### config.mk
export PLATFORM = sky130hd
export DESIGN_NAME = crc16_rfc_core
export DESIGN_NICKNAME = d
export VERILOG_FILES = /design/src/hw/rtl/crc16_rfc_pkg.sv /design/src/hw/rtl/crc16_rfc_core.sv
export SDC_FILE = /design/constraint.sdc
export NUM_CORES = 1
export LEC_CHECK = 0
export BUFFER_PORTS_ARGS = -buffer_cell sky130_fd_sc_hd__buf_4
export CAP_MARGIN = 0
export CORE_UTILIZATION = 45
export DETAILED_ROUTE_END_ITERATION = 7
export GPL_TIMING_DRIVEN = 0
export PLACE_DENSITY = 0.68
export SKIP_LAST_GASP = 1
export SLEW_MARGIN = 30
export SYNTH_ARGS = -nofsm -noshare
export SYNTH_HDL_FRONTEND = slang
export SYNTH_SLANG_ARGS = --single-unit
### constraint.sdc
create_clock -name aclk -period 3.35 [get_ports aclk]
set_clock_uncertainty 0.15 [all_clocks]
set_input_delay 0 -clock aclk [delete_from_list [all_inputs] [get_ports aclk]]
set_output_delay 0 -clock aclk [all_outputs]
set_load 0.02 [all_outputs]
### src/hw/rtl/crc16_rfc_pkg.sv
// Shared types, codes and the CRC-16/XMODEM byte update for the reply frame checker.
package crc16_rfc_pkg;

    typedef struct packed {
        logic [1:0] func;
        logic [7:0] rx_byte;
    } in_t;

    typedef struct packed {
        logic       payload_valid;
        logic [7:0] payload_byte;
        logic [7:0] payload_index;
        logic       done_res;
        logic [3:0] status;
    } out_t;

    typedef struct packed {
        logic [7:0] sync_byte;
        logic [7:0] expected_command;
        logic [7:0] expected_length;
        logic       check_mode;
    } cfg_t;

    localparam logic [7:0] CFG_SYNC_BYTE        = 8'd0;
    localparam logic [7:0] CFG_EXPECTED_COMMAND = 8'd1;
    localparam logic [7:0] CFG_EXPECTED_LENGTH  = 8'd2;
    localparam logic [7:0] CFG_CHECK_MODE       = 8'd3;

    localparam logic [7:0] RST_SYNC_BYTE        = 8'd0;
    localparam logic [7:0] RST_EXPECTED_COMMAND = 8'd0;
    localparam logic [7:0] RST_EXPECTED_LENGTH  = 8'd8;
    localparam logic       RST_CHECK_MODE       = 1'b0;

    localparam logic [1:0] FUNC_BYTE    = 2'd0;
    localparam logic [1:0] FUNC_TIMEOUT = 2'd1;
    localparam logic [1:0] FUNC_ARM     = 2'd2;

    localparam logic [2:0] PH_IDLE    = 3'd0;
    localparam logic [2:0] PH_SYNC    = 3'd1;
    localparam logic [2:0] PH_ADDR    = 3'd2;
    localparam logic [2:0] PH_CMD     = 3'd3;
    localparam logic [2:0] PH_LEN     = 3'd4;
    localparam logic [2:0] PH_PAYLOAD = 3'd5;
    localparam logic [2:0] PH_CRCHI   = 3'd6;
    localparam logic [2:0] PH_CRCLO   = 3'd7;

    localparam logic [3:0] ST_OK            = 4'd0;
    localparam logic [3:0] ST_TO_SYNC       = 4'd1;
    localparam logic [3:0] ST_BAD_SYNC      = 4'd2;
    localparam logic [3:0] ST_TO_ADDR       = 4'd3;
    localparam logic [3:0] ST_BAD_ADDR      = 4'd4;
    localparam logic [3:0] ST_TO_CMD        = 4'd5;
    localparam logic [3:0] ST_BAD_CMD       = 4'd6;
    localparam logic [3:0] ST_TO_LEN        = 4'd7;
    localparam logic [3:0] ST_BAD_LEN       = 4'd8;
    localparam logic [3:0] ST_TO_PAYLOAD    = 4'd9;
    localparam logic [3:0] ST_BAD_PAYLOAD   = 4'd10;
    localparam logic [3:0] ST_TO_CRCHI      = 4'd11;
    localparam logic [3:0] ST_TO_CRCLO      = 4'd12;
    localparam logic [3:0] ST_BAD_CRCHI     = 4'd13;
    localparam logic [3:0] ST_BAD_CRCLO     = 4'd14;

    localparam logic [15:0] CRC_POLY = 16'h1021;

    function automatic logic [15:0] crc_feed(input logic [15:0] crc, input logic [7:0] b);
        logic [15:0] c;
        c = crc ^ {b, 8'h00};
        for (int k = 0; k < 8; k++) begin
            if (c[15]) begin
                c = {c[14:0], 1'b0} ^ CRC_POLY;
            end else begin
                c = {c[14:0], 1'b0};
            end
        end
        return c;
    endfunction

    function automatic logic [3:0] timeout_code(input logic [2:0] ph);
        logic [3:0] code;
        case (ph)
            PH_SYNC:    code = ST_TO_SYNC;
            PH_ADDR:    code = ST_TO_ADDR;
            PH_CMD:     code = ST_TO_CMD;
            PH_LEN:     code = ST_TO_LEN;
            PH_PAYLOAD: code = ST_TO_PAYLOAD;
            PH_CRCHI:   code = ST_TO_CRCHI;
            default:    code = ST_TO_CRCLO;
        endcase
        return code;
    endfunction

endpackage

### src/hw/rtl/crc16_rfc_core.sv
// Frame state, running CRC and per-transaction check and result generation.
module crc16_rfc_core (
    input  logic                  aclk,
    input  logic                  aresetn,
    input  logic                  step,
    input  crc16_rfc_pkg::in_t    item,
    input  crc16_rfc_pkg::cfg_t   cfg,
    output logic                  emit,
    output crc16_rfc_pkg::out_t   result
);

    logic [2:0]  phase_reg,         phase_next;
    logic [15:0] crc_reg,           crc_next;
    logic [7:0]  frame_length_reg,  frame_length_next;
    logic [7:0]  byte_count_reg,    byte_count_next;
    logic [7:0]  held_crc_high_reg, held_crc_high_next;

    logic [15:0] crc_fed;
    logic [7:0]  idx;
    logic [7:0]  count_inc;

    assign crc_fed   = crc16_rfc_pkg::crc_feed(crc_reg, item.rx_byte);
    assign count_inc = byte_count_reg + 8'd1;

    always_comb begin
        if (phase_reg == crc16_rfc_pkg::PH_PAYLOAD) begin
            idx = byte_count_reg;
        end else if (phase_reg inside {crc16_rfc_pkg::PH_CRCHI, crc16_rfc_pkg::PH_CRCLO}) begin
            idx = frame_length_reg;
        end else begin
            idx = 8'd0;
        end
    end

    always_comb begin
        phase_next         = phase_reg;
        crc_next           = crc_reg;
        frame_length_next  = frame_length_reg;
        byte_count_next    = byte_count_reg;
        held_crc_high_next = held_crc_high_reg;
        emit               = 1'b0;
        result             = '0;

        if (item.func == crc16_rfc_pkg::FUNC_ARM) begin
            phase_next         = crc16_rfc_pkg::PH_SYNC;
            crc_next           = 16'd0;
            frame_length_next  = 8'd0;
            byte_count_next    = 8'd0;
            held_crc_high_next = 8'd0;
        end else if (phase_reg != crc16_rfc_pkg::PH_IDLE &&
                     item.func == crc16_rfc_pkg::FUNC_TIMEOUT) begin
            emit                 = 1'b1;
            result.done_res      = 1'b1;
            result.payload_index = idx;
            result.status        = crc16_rfc_pkg::timeout_code(phase_reg);
            phase_next           = crc16_rfc_pkg::PH_IDLE;
        end else if (phase_reg != crc16_rfc_pkg::PH_IDLE &&
                     item.func == crc16_rfc_pkg::FUNC_BYTE) begin
            case (phase_reg)
                crc16_rfc_pkg::PH_SYNC: begin
                    if (item.rx_byte != cfg.sync_byte) begin
                        emit            = 1'b1;
                        result.done_res = 1'b1;
                        result.status   = crc16_rfc_pkg::ST_BAD_SYNC;
                        phase_next      = crc16_rfc_pkg::PH_IDLE;
                    end else begin
                        crc_next   = crc_fed;
                        phase_next = crc16_rfc_pkg::PH_ADDR;
                    end
                end
                crc16_rfc_pkg::PH_ADDR: begin
                    if (item.rx_byte != 8'd0) begin
                        emit            = 1'b1;
                        result.done_res = 1'b1;
                        result.status   = crc16_rfc_pkg::ST_BAD_ADDR;
                        phase_next      = crc16_rfc_pkg::PH_IDLE;
                    end else begin
                        crc_next   = crc_fed;
                        phase_next = crc16_rfc_pkg::PH_CMD;
                    end
                end
                crc16_rfc_pkg::PH_CMD: begin
                    if (item.rx_byte != cfg.expected_command) begin
                        emit            = 1'b1;
                        result.done_res = 1'b1;
                        result.status   = crc16_rfc_pkg::ST_BAD_CMD;
                        phase_next      = crc16_rfc_pkg::PH_IDLE;
                    end else begin
                        crc_next   = crc_fed;
                        phase_next = crc16_rfc_pkg::PH_LEN;
                    end
                end
                crc16_rfc_pkg::PH_LEN: begin
                    if (cfg.check_mode ? (item.rx_byte > cfg.expected_length)
                                       : (item.rx_byte != cfg.expected_length)) begin
                        emit            = 1'b1;
                        result.done_res = 1'b1;
                        result.status   = crc16_rfc_pkg::ST_BAD_LEN;
                        phase_next      = crc16_rfc_pkg::PH_IDLE;
                    end else begin
                        crc_next          = crc_fed;
                        frame_length_next = item.rx_byte;
                        byte_count_next   = 8'd0;
                        phase_next        = (item.rx_byte == 8'd0) ? crc16_rfc_pkg::PH_CRCHI
                                                                   : crc16_rfc_pkg::PH_PAYLOAD;
                    end
                end
                crc16_rfc_pkg::PH_PAYLOAD: begin
                    crc_next = crc_fed;
                    if (!cfg.check_mode && item.rx_byte != byte_count_reg) begin
                        emit                 = 1'b1;
                        result.done_res      = 1'b1;
                        result.payload_index = byte_count_reg;
                        result.status        = crc16_rfc_pkg::ST_BAD_PAYLOAD;
                        phase_next           = crc16_rfc_pkg::PH_IDLE;
                    end else begin
                        byte_count_next = count_inc;
                        if (count_inc == frame_length_reg) begin
                            phase_next = crc16_rfc_pkg::PH_CRCHI;
                        end
                        if (cfg.check_mode) begin
                            emit                 = 1'b1;
                            result.payload_valid = 1'b1;
                            result.payload_byte  = item.rx_byte;
                            result.payload_index = byte_count_reg;
                        end
                    end
                end
                crc16_rfc_pkg::PH_CRCHI: begin
                    held_crc_high_next = item.rx_byte;
                    phase_next         = crc16_rfc_pkg::PH_CRCLO;
                end
                default: begin
                    emit                 = 1'b1;
                    result.done_res      = 1'b1;
                    result.payload_index = frame_length_reg;
                    phase_next           = crc16_rfc_pkg::PH_IDLE;
                    if (held_crc_high_reg != crc_reg[15:8]) begin
                        result.status = crc16_rfc_pkg::ST_BAD_CRCHI;
                    end else if (item.rx_byte != crc_reg[7:0]) begin
                        result.status = crc16_rfc_pkg::ST_BAD_CRCLO;
                    end else begin
                        result.status = crc16_rfc_pkg::ST_OK;
                    end
                end
            endcase
        end
    end

    always_ff @(posedge aclk) begin
        if (!aresetn) begin
            phase_reg         <= crc16_rfc_pkg::PH_IDLE;
            crc_reg           <= 16'd0;
            frame_length_reg  <= 8'd0;
            byte_count_reg    <= 8'd0;
            held_crc_high_reg <= 8'd0;
        end else if (step) begin
            phase_reg         <= phase_next;
            crc_reg           <= crc_next;
            frame_length_reg  <= frame_length_next;
            byte_count_reg    <= byte_count_next;
            held_crc_high_reg <= held_crc_high_next;
        end
    end

    a_done_goes_idle: assert property (@(posedge aclk) disable iff (!aresetn)
        step && emit && result.done_res |=> phase_reg == crc16_rfc_pkg::PH_IDLE)
        else $error("frame end did not return to idle");

    a_arm_clears: assert property (@(posedge aclk) disable iff (!aresetn)
        step && item.func == crc16_rfc_pkg::FUNC_ARM
        |=> phase_reg == crc16_rfc_pkg::PH_SYNC && crc_reg == 16'd0 && byte_count_reg == 8'd0)
        else $error("arm did not restart the frame");

    a_idle_silent: assert property (@(posedge aclk) disable iff (!aresetn)
        phase_reg == crc16_rfc_pkg::PH_IDLE |-> !emit)
        else $error("result produced while not armed");

    a_payload_in_range: assert property (@(posedge aclk) disable iff (!aresetn)
        phase_reg == crc16_rfc_pkg::PH_PAYLOAD |-> byte_count_reg < frame_length_reg)
        else $error("payload count ran past the frame length");

endmodule

Word-level counts from Yosys, hierarchy flattened

Index checks and enable logic that the tools add are counted.

$add $sub $neg: 1
Multipliers: 0
Div/mod/pow operators: 0
Magnitude comparators: 1
Equal/unequal tests: 24
Shift-type cells: 0
Muxes and demuxes: 73
Bitwise gates (word level): 9
Reduce and logical (&&, ||, !) cells: 21

Operators by type and width:

| cell                                        | count |
|---|---|
| two-way mux 8 bit                           | 17 |
| two-way mux 13 bit                          | 9 |
| two-way mux 16 bit                          | 7 |
| case mux 16 bit (5 select lines)            | 1 |
| != test 8 bit                               | 6 |
| two-way mux 22 bit                          | 2 |
| case mux 8 bit (2 select lines)             | 2 |
| case mux 5 bit (6 select lines)             | 1 |
| two-way mux 9 bit                           | 3 |
| two-way mux 5 bit                           | 5 |
| inverter 3 bit                              | 8 |
| case mux 4 bit (6 select lines)             | 1 |
| two-way mux 3 bit                           | 7 |
| case mux 3 bit (6 select lines)             | 1 |
| two-way mux 17 bit                          | 1 |
| bitwise XOR 16 bit                          | 1 |
| != test 3 bit, second input constant        | 5 |
| equality test 3 bit, second input constant  | 4 |
| two-way mux 1 bit                           | 10 |
| nonzero test 3 bit                          | 3 |
| adder 8 x 1 -> 8 bit, second input constant | 1 |
| equality test 8 bit                         | 1 |
| > comparator 8 bit                          | 1 |
| logical NOT 8 bit                           | 1 |
| other kinds (21)                            | 31 |

Flip-flop bits (word level): 43
Bits in latches: 0
Memory bits (writable): 0
Memory bits (read-only): 0
Word-level logic and storage cells: 134
Memories kept: 0

Longest topological paths before layout

Depth after elaboration: 22
Mapped depth: 11
Depth with buffers taken out: 8

Least setup slack after synthesis

OpenSTA, ideal clock, no wires.

Path type: reg-to-reg
Start: register byte_count_reg[0]
End: register phase_reg[0]
Library setup time: 122 ps
Data arrival time: 2104 ps
Required time: 3078 ps
Path slack: 975 ps
Cell stages (with the launch flop): 8
Path buffers: 0
Period minus slack after synthesis: 2375 ps
Cell sequence: dfxtp_1 > ha_1 > xnor2_1 > nand2_1 > or3_1 > or4_4 > and2_4 > o311a_1

Cells in the longest elaborated chain, start to end: 7
Elaborated cells on any way between the ends: 11
Classes of those cells: add/sub (1); eq/ne (3); mux (5); reduce/logical (2)

Ends and longest elaborated chain:

| element                                                      | line                  | text |
|---|---|---|
| start: declaration                                           | crc16_rfc_core.sv:15  | `logic [7:0] byte_count_reg, byte_count_next;` |
| start signal: assignment                                     | crc16_rfc_core.sv:161 | `byte_count_reg <= byte_count_next;` |
| branches (longest 7 deep; another with adder 8 x 1 -> 8 bit) | n/a                   |  |
| end signal: assignment                                       | crc16_rfc_core.sv:152 | `phase_reg <= crc16_rfc_pkg::PH_IDLE;` |
| end signal: assignment                                       | crc16_rfc_core.sv:158 | `phase_reg <= phase_next;` |
| end: declaration                                             | crc16_rfc_core.sv:12  | `logic [2:0] phase_reg, phase_next;` |

Several ways; the timed one is not identified. The select of a mux whose other input is x is not followed.
A chain may end at the register's enable or synchronous reset.

==> metrics.txt <==
# TYPE chip_impl_metric gauge
chip_impl_metric{name="timing.critical_path.fanout_max",unit=""} 10
chip_impl_metric{name="post_cts.resized_instances",unit=""} 0
chip_impl_metric{name="instances_no_fill",unit=""} 670
chip_impl_metric{name="maxClockFrequency",unit="MHz"} 337
chip_impl_metric{name="synth.ff_latch_count",unit=""} 43
chip_impl_metric{name="route.detailed.wl_per_inst",unit="um"} 17.2
chip_impl_metric{name="cts_sink_count",unit=""} 43
chip_impl_metric{name="fin_nets",unit=""} 614
chip_impl_metric{name="global_route_usage_over_all_layers",unit="%"} 27.6
chip_impl_metric{name="grt_util_met3",unit="%"} 3.37
chip_impl_metric{name="vias_cell",unit=""} 5.86
chip_impl_metric{name="vias_after_detailed_routing",unit=""} 3925
chip_impl_metric{name="grt_overflow",unit=""} 0
chip_impl_metric{name="number_of_global_route_vias_before_repair",unit=""} 3749
chip_impl_metric{name="worstSkewPairLatency",unit="ns"} 0.30
chip_impl_info{name="grt_most_used_layer",value="met2"} 1
chip_impl_metric{name="synth.top_cell.area_share",unit="%"} 23.2
chip_impl_metric{name="synth_sequential_area_ratio",unit="%"} 23.2
chip_impl_metric{name="grtUsageMet2",unit="%"} 46.4
chip_impl_metric{name="cts.clk_slew.worst_paths",unit="ns"} 0.10
chip_impl_info{name="yosys-top-cells-area",value="sky130_fd_sc_hd__dfxtp_1 23%, sky130_fd_sc_hd__xor2_1 11%, sky130_fd_sc_hd__nand2_1 8.0%"} 1
chip_impl_metric{name="mappedNetlistArea",unit="um^2"} 3710
chip_impl_metric{name="setup_slack",unit="ns"} 0.380
chip_impl_info{name="cts_tree",value="built"} 1
chip_impl_metric{name="area_delta_synth_final",unit="%"} 18.7
chip_impl_metric{name="grt_pass1_wl",unit="mm"} 18.8
chip_impl_info{name="worst_hold_path_type",value="in2reg"} 1
chip_impl_metric{name="max_cap_violations",unit=""} 0
chip_impl_metric{name="antenna_cells",unit=""} 0
chip_impl_metric{name="routed_wl",unit="mm"} 11.5
chip_impl_metric{name="vdd_drop_max",unit="uV"} 233
chip_impl_metric{name="final_layout_size_suffix_gt1_share",unit="%"} 18.1
chip_impl_metric{name="detail-route-antenna-nets",unit=""} 0
chip_impl_info{name="post-synth-top-area-cell",value="sky130_fd_sc_hd__dfxtp_1"} 1
chip_impl_metric{name="synthesis.yosys.warnings",unit=""} 0
chip_impl_metric{name="drt_drc_violations_left",unit=""} 0
chip_impl_metric{name="hold_viol",unit=""} 0
chip_impl_metric{name="synth_nets",unit=""} 548
chip_impl_metric{name="drtPass1Iterations",unit=""} 5
chip_impl_metric{name="die_area",unit="um^2"} 8610
chip_impl_info{name="timing.setup.critical_path_class",value="reg2out"} 1
chip_impl_metric{name="ctsHtreeMaxLevel",unit=""} 2
chip_impl_metric{name="async_reset_ff_share",unit="%"} 0
chip_impl_info{name="critical_path_start_type",value="flip-flop"} 1
chip_impl_metric{name="largest_register_ff_count",unit=""} 16
chip_impl_info{name="run_status",value="finished clean"} 1
chip_impl_metric{name="global_route.usage.met1",unit="%"} 36.1
chip_impl_metric{name="total_power",unit="mW"} 1.24
chip_impl_metric{name="setup_total_negative_slack",unit="ns"} 0
chip_impl_metric{name="cts_post_setup_buffers_inserted",unit=""} 0
chip_impl_metric{name="ctsLongestPathBuffers",unit=""} 2
chip_impl_metric{name="timing.slew.headroom",unit="%"} 45.9
chip_impl_metric{name="maxSlewViolCount",unit=""} 0
chip_impl_metric{name="detailed_place_hpwl",unit="mm"} 8.70
chip_impl_metric{name="grt_max_degree",unit=""} 16
chip_impl_metric{name="worstPathRequired",unit="ns"} 3.20
chip_impl_metric{name="finalSetupViolations",unit=""} 0
chip_impl_metric{name="numCtsBuffers",unit=""} 5
chip_impl_metric{name="fillers",unit=""} 771
chip_impl_metric{name="grt_antenna_before_repair",unit=""} 0
chip_impl_info{name="yosys.cell_count.top_type",value="sky130_fd_sc_hd__nand2_1"} 1
chip_impl_metric{name="timing.critical_path.arrival",unit="ns"} 2.82
chip_impl_metric{name="drt_iter0_drc",unit=""} 447
chip_impl_metric{name="power_per_cell_area",unit="nW/um^2"} 282
chip_impl_metric{name="placed_cells",unit=""} 661
chip_impl_info{name="timing.critical_path.to_type",value="output port"} 1
chip_impl_metric{name="gp_congestion",unit=""} 0.983
chip_impl_metric{name="p_leak",unit="nW"} 1.78
chip_impl_metric{name="starting_density_of_the_core",unit="%"} 47.2
chip_impl_metric{name="gate_count_after_technology_mapping",unit=""} 501
chip_impl_metric{name="design.portCount",unit=""} 61
chip_impl_info{name="rsz0062_at_grt",value="false"} 1
chip_impl_info{name="ctsRootBufferMaster",value="sky130_fd_sc_hd__clkbuf_8"} 1
chip_impl_metric{name="core.rowCount",unit=""} 32
chip_impl_metric{name="pre_cts_slack",unit="ns"} 0.456
chip_impl_metric{name="timing_worst_slew_pin_value",unit="ns"} 0.807
chip_impl_info{name="synth-main-ff-cell",value="sky130_fd_sc_hd__dfxtp_1"} 1
chip_impl_metric{name="portBuffers",unit=""} 58
chip_impl_metric{name="core-area",unit="um^2"} 7850
chip_impl_metric{name="syn-mean-instance-area",unit="um^2"} 7.40
chip_impl_metric{name="die-height",unit="um"} 92.8
chip_impl_metric{name="hold_ws",unit="ns"} 0.0469
chip_impl_metric{name="finalCriticalPeriod",unit="ns"} 2.97
chip_impl_info{name="netlist_top_cells_count",value="79 x sky130_fd_sc_hd__nand2_1, 48 x sky130_fd_sc_hd__xor2_1, 43 x sky130_fd_sc_hd__dfxtp_1"} 1
chip_impl_metric{name="synth_enable_flop_cells",unit=""} 0
chip_impl_metric{name="floorplan.die.width",unit="um"} 92.8
chip_impl_metric{name="synthDistinctLibCells",unit=""} 58
chip_impl_metric{name="min_period_over_period",unit="%"} 88.7
-- worst paths after layout --
path | start | end | slack, ns | cells past startpoint
hold / removal | step | crc_reg[4]$_SDFFE_PN0P_ | 0.05 | 4
hold reg to reg | held_crc_high_reg[7]$_SDFFE_PN0P_ | held_crc_high_reg[7]$_SDFFE_PN0P_ | 0.33 | 2
setup / recovery | phase_reg[0]$_SDFFE_PN0P_ | result[11] | 0.38 | 8
setup reg to reg | phase_reg[0]$_SDFFE_PN0P_ | byte_count_reg[7]$_SDFFE_PN0P_ | 0.59 | 7
-- metal layers --
layer	share of wire, %	vias up
met5	0	-
met3	6.9	40
li1	-	1884
met4	3.1	0
met2	47	186
met1	43	1815
-- power by group --
part	leakage [nW]	total (mW)	switching, mW	internal, mW
sequential	0.347	0.528	0.00956	0.518
combinational	1.38	0.276	0.163	0.112
clock	0.0548	0.439	0.213	0.225
total	1.78	1.24	0.386	0.856
-- stage by stage --
stage,util (%),area (um^2)
final,56.1,4400
after global routing,56.1,4400
after CTS,56.0,4400
after detailed placement,54.4,4270
after global placement,54.4,4270
after floorplan,-,3710
-- worst max-delay path: stages, from the launching register on --
cell                       delay (ns)
sky130_fd_sc_hd__dfxtp_1         0.50
sky130_fd_sc_hd__clkbuf_1        0.44
sky130_fd_sc_hd__nor2b_1         0.24
sky130_fd_sc_hd__nand2_1         0.11
sky130_fd_sc_hd__clkbuf_1        0.27
sky130_fd_sc_hd__o21ai_0         0.30
sky130_fd_sc_hd__nand2_1         0.22
sky130_fd_sc_hd__o22ai_1         0.25
sky130_fd_sc_hd__buf_4           0.19
-- logic make-up after synthesis --
group	synth area share, %
muxes	6.48
adders and majority gates	3.31
and+or+nand+nor	26.4
xor gates and xnor gates	16.8
DFF	23.2
AOI/OAI and AO/OA	17.7
buffers and inverters	6.14
-- layout make-up --
type / instances / area, um^2 / area share [%]
tap: 102 / 128 / 2.90
buffer: 37 / 175 / 3.98
multi-input combinational: 407 / 2620 / 59.6
timing repair buffer: 59 / 445 / 10.1
clock buffer: 5 / 68.8 / 1.56
clock inverter: 3 / 46.3 / 1.05
inverter: 14 / 52.6 / 1.19
sequential: 43 / 861 / 19.6
-- what timing repair did --
action / CTS / global route
hold endpoints to repair: 1 / 0
hold buffers: 1 / 0
endpoints found under the setup margin: 0 / 0
-- cells in the final DEF (no fill, tap or decap), types with 2 or more instances in the layout --
| cell | Yosys | routed |
|---|---|---|
| sky130_fd_sc_hd__a211oi_1 | 2 | 2 |
| sky130_fd_sc_hd__a21o_1 | 2 | 2 |
| sky130_fd_sc_hd__a21oi_1 | 31 | 31 |
| sky130_fd_sc_hd__a22oi_1 | 2 | 2 |
| sky130_fd_sc_hd__a31oi_1 | 8 | 8 |
| sky130_fd_sc_hd__and2_1 | 9 | 9 |
| sky130_fd_sc_hd__and3_1 | 4 | 4 |
| sky130_fd_sc_hd__and4_1 | 2 | 2 |
| sky130_fd_sc_hd__buf_2 | 17 | 17 |
| sky130_fd_sc_hd__buf_4 | 2 | 60 |
| sky130_fd_sc_hd__clkbuf_1 | 17 | 17 |
| sky130_fd_sc_hd__clkbuf_8 | 0 | 5 |
| sky130_fd_sc_hd__clkinv_1 | 3 | 3 |
| sky130_fd_sc_hd__dfxtp_1 | 43 | 43 |
| sky130_fd_sc_hd__ha_1 | 9 | 9 |
| sky130_fd_sc_hd__inv_1 | 11 | 11 |
| sky130_fd_sc_hd__mux2i_1 | 24 | 24 |
| sky130_fd_sc_hd__nand2_1 | 79 | 79 |
| sky130_fd_sc_hd__nand2b_1 | 2 | 2 |
| sky130_fd_sc_hd__nand3_1 | 16 | 16 |
| sky130_fd_sc_hd__nand4_1 | 9 | 9 |
| sky130_fd_sc_hd__nor2_1 | 22 | 22 |
| sky130_fd_sc_hd__nor2b_1 | 5 | 5 |
| sky130_fd_sc_hd__nor3_1 | 9 | 8 |
| sky130_fd_sc_hd__nor3_2 | 1 | 2 |
| sky130_fd_sc_hd__nor4_1 | 12 | 12 |
| sky130_fd_sc_hd__o211ai_1 | 6 | 6 |
| sky130_fd_sc_hd__o21ai_0 | 20 | 20 |
| sky130_fd_sc_hd__o22ai_1 | 15 | 15 |
| sky130_fd_sc_hd__o311a_1 | 2 | 2 |
| sky130_fd_sc_hd__or2_2 | 8 | 8 |
| sky130_fd_sc_hd__or3_1 | 11 | 11 |
| sky130_fd_sc_hd__or4_1 | 3 | 3 |
| sky130_fd_sc_hd__xnor2_1 | 23 | 23 |
| sky130_fd_sc_hd__xor2_1 | 48 | 48 |
Note: power is estimated with default switching activity, not from simulation.
